### src/rtl/spws_pkg.sv
// Shared constants and types for the set permutation window search block.
package spws_pkg;

   localparam int BYTE_BITS      = 8;
   localparam int SYMBOLS        = 256;
   localparam int LEN_BITS       = 9;
   localparam int MASK_WORDS     = 4;
   localparam int MASK_BITS      = 64;
   localparam int WORD_IDX_BITS  = 2;
   localparam int WORD_CNT_BITS  = 7;
   localparam int RSP_COUNT_BITS = 32;
   localparam int POS_BITS_DEF   = 32;
   localparam int COUNT_BITS_DEF = 32;

   localparam logic [LEN_BITS-1:0] LEN_MAX = LEN_BITS'(SYMBOLS);

   // Membership lookup result handed from the mask registers to the datapath
   typedef struct packed {
      logic                member;
      logic [LEN_BITS-1:0] set_size;
   } set_info_type;

endpackage

### src/rtl/spws_mask_cfg.sv
// Membership mask registers, per-word population counts and set size.
module spws_mask_cfg
   import spws_pkg::*;
(
   input  logic                     clock,
   input  logic                     reset,
   input  logic                     csr_write,
   input  logic [WORD_IDX_BITS-1:0] csr_index,
   input  logic [MASK_BITS-1:0]     csr_data,
   input  logic [BYTE_BITS-1:0]     lookup_byte,
   output set_info_type             info
);

   logic [MASK_BITS-1:0]     mask_ff       [MASK_WORDS];
   logic [WORD_CNT_BITS-1:0] word_count_ff [MASK_WORDS];
   logic [LEN_BITS-1:0]      set_size_ff;
   logic [LEN_BITS-1:0]      set_size_in;
   logic [WORD_CNT_BITS-1:0] write_count;

   // Population count as eight byte counts and a short sum
   function automatic logic [WORD_CNT_BITS-1:0] word_popcount(input logic [MASK_BITS-1:0] w);
      logic [3:0]               part;
      logic [WORD_CNT_BITS-1:0] total;
      total = '0;
      for (int k = 0; k < MASK_BITS / 8; k++) begin
         part = '0;
         for (int j = 0; j < 8; j++) begin
            part = part + 4'(w[k*8 + j]);
         end
         total = total + WORD_CNT_BITS'(part);
      end
      return total;
   endfunction

   assign write_count = word_popcount(csr_data);

   always_comb begin
      set_size_in = '0;
      for (int i = 0; i < MASK_WORDS; i++) begin
         set_size_in = set_size_in + LEN_BITS'(word_count_ff[i]);
      end
   end

   // Mask words and counts; set size is registered from the stored word counts
   always_ff @(posedge clock) begin
      if (reset) begin
         for (int i = 0; i < MASK_WORDS; i++) begin
            mask_ff[i]       <= '0;
            word_count_ff[i] <= '0;
         end
         set_size_ff <= '0;
      end else begin
         if (csr_write) begin
            mask_ff[csr_index]       <= csr_data;
            word_count_ff[csr_index] <= write_count;
         end
         set_size_ff <= set_size_in;
      end
   end

   assign info.member   = mask_ff[lookup_byte[BYTE_BITS-1:BYTE_BITS-WORD_IDX_BITS]]
                                 [lookup_byte[BYTE_BITS-WORD_IDX_BITS-1:0]];
   assign info.set_size = set_size_ff;

endmodule
### config.mk
export PLATFORM = sky130hd
export DESIGN_NAME = spws_mask_cfg
export DESIGN_NICKNAME = d
export VERILOG_FILES = /design/src/rtl/spws_pkg.sv /design/src/rtl/spws_mask_cfg.sv
export SDC_FILE = /design/constraint.sdc
export NUM_CORES = 1
export LEC_CHECK = 0
export BUFFER_PORTS_ARGS = -buffer_cell sky130_fd_sc_hd__buf_2
export CAP_MARGIN = 20
export CORE_UTILIZATION = 60
export CTS_CLUSTER_SIZE = 16
export DETAILED_ROUTE_END_ITERATION = 16
export GPL_TIMING_DRIVEN = 0
export PLACE_DENSITY = 0.83
export REMOVE_ABC_BUFFERS = 1
export SYNTH_ARGS = -nofsm -noshare
export SYNTH_HDL_FRONTEND = slang
export SYNTH_SLANG_ARGS = --single-unit
### constraint.sdc
create_clock -name clock -period 8.4 [get_ports clock]
set_input_delay 0.84 -clock clock [delete_from_list [all_inputs] [get_ports clock]]
set_output_delay 0.84 -clock clock [all_outputs]
set_load 0.03 [all_outputs]
=== Word level (Yosys, flattened, before mapping) ===
Memory sizes are Yosys's and may differ from the RTL's.
Cells that the tools add are included.

* Flip-flop bits (word level): 9
* RAM bits: 284
* Input bits: 77
* Output and inout bits: 10
* Logic and storage cells: 85
* Memories kept: 2

* Add/sub/neg operators: 66
* Order comparisons: 1
* Muxes and demuxes: 13
* Reduce and logical (&&, ||, !) cells: 2

{| class="wikitable"
|+ Memories
! name !! depth !! width !! rd ports !! clocked after Yosys merged registers in !! write ports !! line !! RTL
|-
| mask_ff || 4 || 64 || 1 || 0 || 4 || spws_mask_cfg.sv:14 || <nowiki>logic [MASK_BITS-1:0] mask_ff [MASK_WORDS];</nowiki>
|-
| word_count_ff || 4 || 7 || 4 || 0 || 4 || spws_mask_cfg.sv:15 || <nowiki>logic [WORD_CNT_BITS-1:0] word_count_ff [MASK_WORDS];</nowiki>
|}

{| class="wikitable"
|+ Operators with widths
! cell !! count
|-
| $add A4 B1 Y4 || 32
|-
| $mux W64 || 1
|-
| $reduce_or A64 Y1 || 1
|-
| $add A3 B1 Y4 || 8
|-
| $add A7 B4 Y7 || 4
|-
| $add A2 B1 Y3 || 8
|-
| $add A1 B1 Y2 || 8
|-
| $add A8 B7 Y9 || 1
|-
| $add A9 B7 Y9 || 1
|-
| $add A7 B7 Y8 || 1
|-
| $mux W1 || 8
|-
| $add A6 B4 Y7 || 1
|-
| $lt A6 B7 Y1 const B || 1
|-
| $mux W7 || 1
|-
| $reduce_or A7 Y1 || 1
|-
| $add A5 B4 Y6 || 1
|-
| $bmux W1 S6 || 1
|-
| $add A4 B4 Y5 || 1
|-
| $mux W2 || 2
|}

=== Depth between registers and ports, before layout ===
* Depth in word-level cells: 15
* Gate-level depth with buffers: 22
* Gate-level depth less buffers: 22

=== Worst setup path before layout ===
No wires, ideal clock.

* Path kind: in2reg
* Start: in csr_data[59]
* End: mem word_count_ff[2][6] (data pin)
* Library setup time: 269 ps
* Arrival time: 6323 ps
* Required time: 8131 ps
* Setup slack: 1809 ps
* Stages: 21
* Path buffers: 0
* Cells stage by stage: inv_1 -> fa_1 -> fa_1 -> inv_1 -> fa_1 -> inv_1 -> fa_1 -> fa_1 -> fa_1 -> fa_1 -> fa_1 -> inv_1 -> ha_1 -> fa_1 -> a21o_1 -> a21oi_1 -> inv_1 -> a21oi_1 -> nor2_1 -> nor2_1 -> nor3_1

{| class="wikitable"
|+ RTL lines
! element !! line !! RTL
|-
| start: declaration || spws_mask_cfg.sv:9 || <nowiki>input logic [MASK_BITS-1:0] csr_data,</nowiki>
|-
| end: declaration || spws_mask_cfg.sv:15 ||
|}

==> flow_metrics.tcl <==
set metrics [dict create \
    status "finished, final reports clean" \
    clkTransAtPathRegs_ns 0.06 \
    design_area_um2 16550 \
    chipHeight_um 158.3 \
    crit_path_cell_trace "buf_2, inv_1, fa_1, inv_1, fa_1, inv_1, fa_1, fa_1, fa_1, fa_1, fa_1, fa_1, inv_1, ha_1, fa_1, a21o_1, a21oi_1, inv_1, a21oi_1, nor2_1, nor2_1, nor2_1" \
    core_um2 23680 \
    cts.sinks 293 \
    clock_path_buffers 3 \
    drive_above_1_share_pct 16.41 \
    grt_max_degree 57 \
    route.vias.total 9031 \
    netlist_area_um2 14660 \
    yosys_register_bits 293 \
    place_area_um2 15550 \
    synth-edff-count 284 \
    async_reset_ff_share_pct 0 \
    drt_iter0_drc 919 \
    dp.final_hpwl_mm 21.71 \
    cts_tree "yes" \
    htreeDepth 1 \
    max_stage_delay_ns 0.63 \
    clk_latency_ns 0.56 \
    crit_path_start "csr_data[35]" \
    cts_root_buf "clkbuf_16" \
    antenna_found_initial 5 \
    globalplace.congestion 0.7926 \
    rsz0062_at_grt "false" \
    period_minus_slack_ns 6.788 \
    start_util_pct 61.90 \
    syn-instance-count 1058 \
    die_w_um 158.3 \
    worst_path_most_repeated_cell "fa_1" \
    start_kind "input port" \
    drtAntennaViolNets 0 \
    synth_flop_cell "edfxtp_1" \
    r2r-end "set_size_ff[7]" \
    track_usage_pct 29.17 \
    yosysWarnings 0 \
    hp-class "reg -> reg" \
    skew_ns 0.007370 \
    holdBufCountCts 0 \
    post_cts_buffers 0 \
    ir_worst_vdd_mv 0.8633 \
    worstPathArrival_ns 7.07 \
    worstRegToRegCells 12 \
    seq_area_um2 8708 \
    routed_via_density 6.123 \
    num_rows 56 \
    postSynthAreaPerCell_um2 13.86 \
    setup-violations-final 0 \
    cts_buffers 30 \
    area.growth.synth_to_final_pct 12.88 \
    wl_per_cell_um 23.35 \
    yosysSeqAreaShare_pct 59.41 \
    gr-total-overflow 0 \
    cp_slowest_cell "fa_1" \
    ios 87 \
    crit_required_ns 8.69 \
    numPortBuffers 86 \
    fillers 1602 \
    end_kind "register" \
    ctsResizeCount 0 \
    drcViolationCount 0 \
    grt_pass1_wl_mm 52.83 \
    drv_slew 0 \
    fmax_ghz 0.1473 \
    ys_types 43 \
    min_period_over_period_pct 80.82 \
    r2r_slack_ns 5.23 \
    dr.pass1.iters 6 \
    fin_total_pwr_mw 6.632 \
    endpoint "word_count_ff[1][6]" \
    nets 1297 \
    worst_pin_slew_ns 1.071 \
    r2r-start "word_count_ff[3][1]" \
    p_leak_nw 6.523 \
    dieArea_um2 25060 \
    finalHoldViolations 0 \
    crit_type "in -> reg" \
    cap_violations 0 \
    multi_input_area_um2 5326 \
    p_per_area_nw_per_um2 400.8 \
    wl_mm 34.44 \
    crit_fanout 5 \
    slew_headroom_pct 28.53 \
    grt_pass1_vias 9628 \
]
## state kept, by name, indices dropped and copies added, names as in the netlist
signal         flops
set_size_ff        9
word_count_ff     28
mask_ff          256
## cells in the mapped netlist (all sizes together), types with 3 or more instances
master / instances / area share [%]
dfxtp: 9 / 1.2
edfxtp: 284 / 58
ha: 23 / 2.0
nand2b: 5 / 0.21
mux2i: 53 / 3.6
nand3b: 3 / 0.15
nor3: 51 / 1.7
mux4: 42 / 6.6
buf: 21 / 0.95
inv: 105 / 2.7
xor2: 3 / 0.18
o21bai: 3 / 0.15
a22o: 5 / 0.30
a21oi: 11 / 0.38
and2: 80 / 3.4
a31oi: 4 / 0.17
xnor2: 5 / 0.30
clkbuf: 39 / 1.0
o22ai: 23 / 0.98
o21ai: 3 / 0.10
nor2b: 9 / 0.38
a22oi: 8 / 0.41
nor4: 5 / 0.21
nor2: 172 / 4.4
a21o: 4 / 0.20
nand2: 8 / 0.20
fa: 68 / 9.3
## cells in the final DEF, fill, tap and decap left out, types with 4 or more instances in the layout
master,Yosys,routed
a31oi_1,4,4
clkbuf_1,39,9
and2_1,80,80
mux4_2,37,37
a22oi_1,8,8
ha_1,23,23
diode_2,0,4
fa_1,68,68
buf_2,9,84
clkinv_1,0,6
mux4_1,5,5
nor2_1,172,171
a21oi_1,11,11
clkbuf_16,0,31
mux2i_1,53,53
a21o_1,4,4
o22ai_1,23,23
nor2b_1,9,8
edfxtp_1,284,284
dfxtp_1,9,9
buf_16,0,7
a22o_1,5,5
bufinv_16,0,4
nand2_1,8,7
nor4_1,5,5
inv_1,105,105
xnor2_1,5,5
nor3_1,51,50
## metrics by stage
step / instances / hold WS (ns) / utilization, % / setup TNS, ns / setup WS (ns)
after floorplan: 998 / 0.5538 / - / 0 / 1.724
after global placement: 1403 / 0.5848 / 64.20 / -225.00 / -1.681
after detailed placement: 1416 / 0.5899 / 65.68 / 0 / 1.125
after CTS: 1471 / 0.6062 / 69.83 / 0 / 1.632
after global routing: 1474 / 0.6293 / 69.86 / 0 / 1.368
final: 1475 / 0.6134 / 69.87 / 0 / 1.612
## per-layer routing
metal / global-route usage, % / wire length, um / vias to the layer above
met5: 0 / 17 / -
li1: - / - / 3881
met4: 13.42 / 1310 / 2
met1: 36.06 / 12540 / 4572
met3: 5.063 / 2818 / 99
met2: 50.38 / 17750 / 477
## how the worst min path moves through the flow
stage / slack, ns / depth (start not counted) / start / endpoint
6_report: 0.61 / 2 / word_count_ff[0][0] / set_size_ff[0]
5_1_grt: 0.63 / 2 / csr_data[21] / mask_ff[3][21]
4_1_cts: 0.61 / 2 / word_count_ff[0][0] / set_size_ff[0]
3_5_place_dp: 0.59 / 2 / word_count_ff[0][0] / set_size_ff[0]
3_3_place_gp: 0.58 / 2 / word_count_ff[0][0] / set_size_ff[0]
2_1_floorplan: 0.55 / 2 / word_count_ff[0][0] / set_size_ff[0]
## cell families (layout without fill, tap and decap cells)
| group | Yosys count | count (layout) | synth area share, % |
|---|---|---|---|
| other | 0 | 4 | 0 |
| DFF | 293 | 293 | 59.41 |
| adders and majority gates | 91 | 91 | 11.25 |
| muxes | 95 | 95 | 10.20 |
| xor gates and xnor gates | 8 | 8 | 0.4780 |
| AOI/OAI and AO/OA | 65 | 65 | 2.936 |
| and+or+nand+nor | 341 | 341 | 11.10 |
| buffers and inverters | 165 | 259 | 4.635 |
## report_power, final
part           internal (mW)  switching, mW  leakage [nW]  total [mW]
clock network          0.796          0.545         0.475        1.34
logic                   1.45           1.95          3.21        3.40
registers               1.83         0.0591          2.83        1.89
total                   4.08           2.56          6.52        6.63
## layout make-up
cell class | instances | area share (%)
diodes | 4 | 0.06049
clock buffers | 40 | 4.892
clock inverters | 15 | 1.051
inverters | 105 | 2.382
multi-input cells | 600 | 32.19
flip-flops and latches | 293 | 52.63
well taps | 319 | 2.412
repair buffers | 99 | 4.386
## worst max-delay path: cells and delay by family
kind	cells	cell delay (ns)
adders and majority gates	10	4.83
AOI/OAI and AO/OA	3	0.58
buffers and inverters	6	0.45
and+or+nand+nor	3	0.37
No activity file was read; power rests on OpenSTA's default activity.
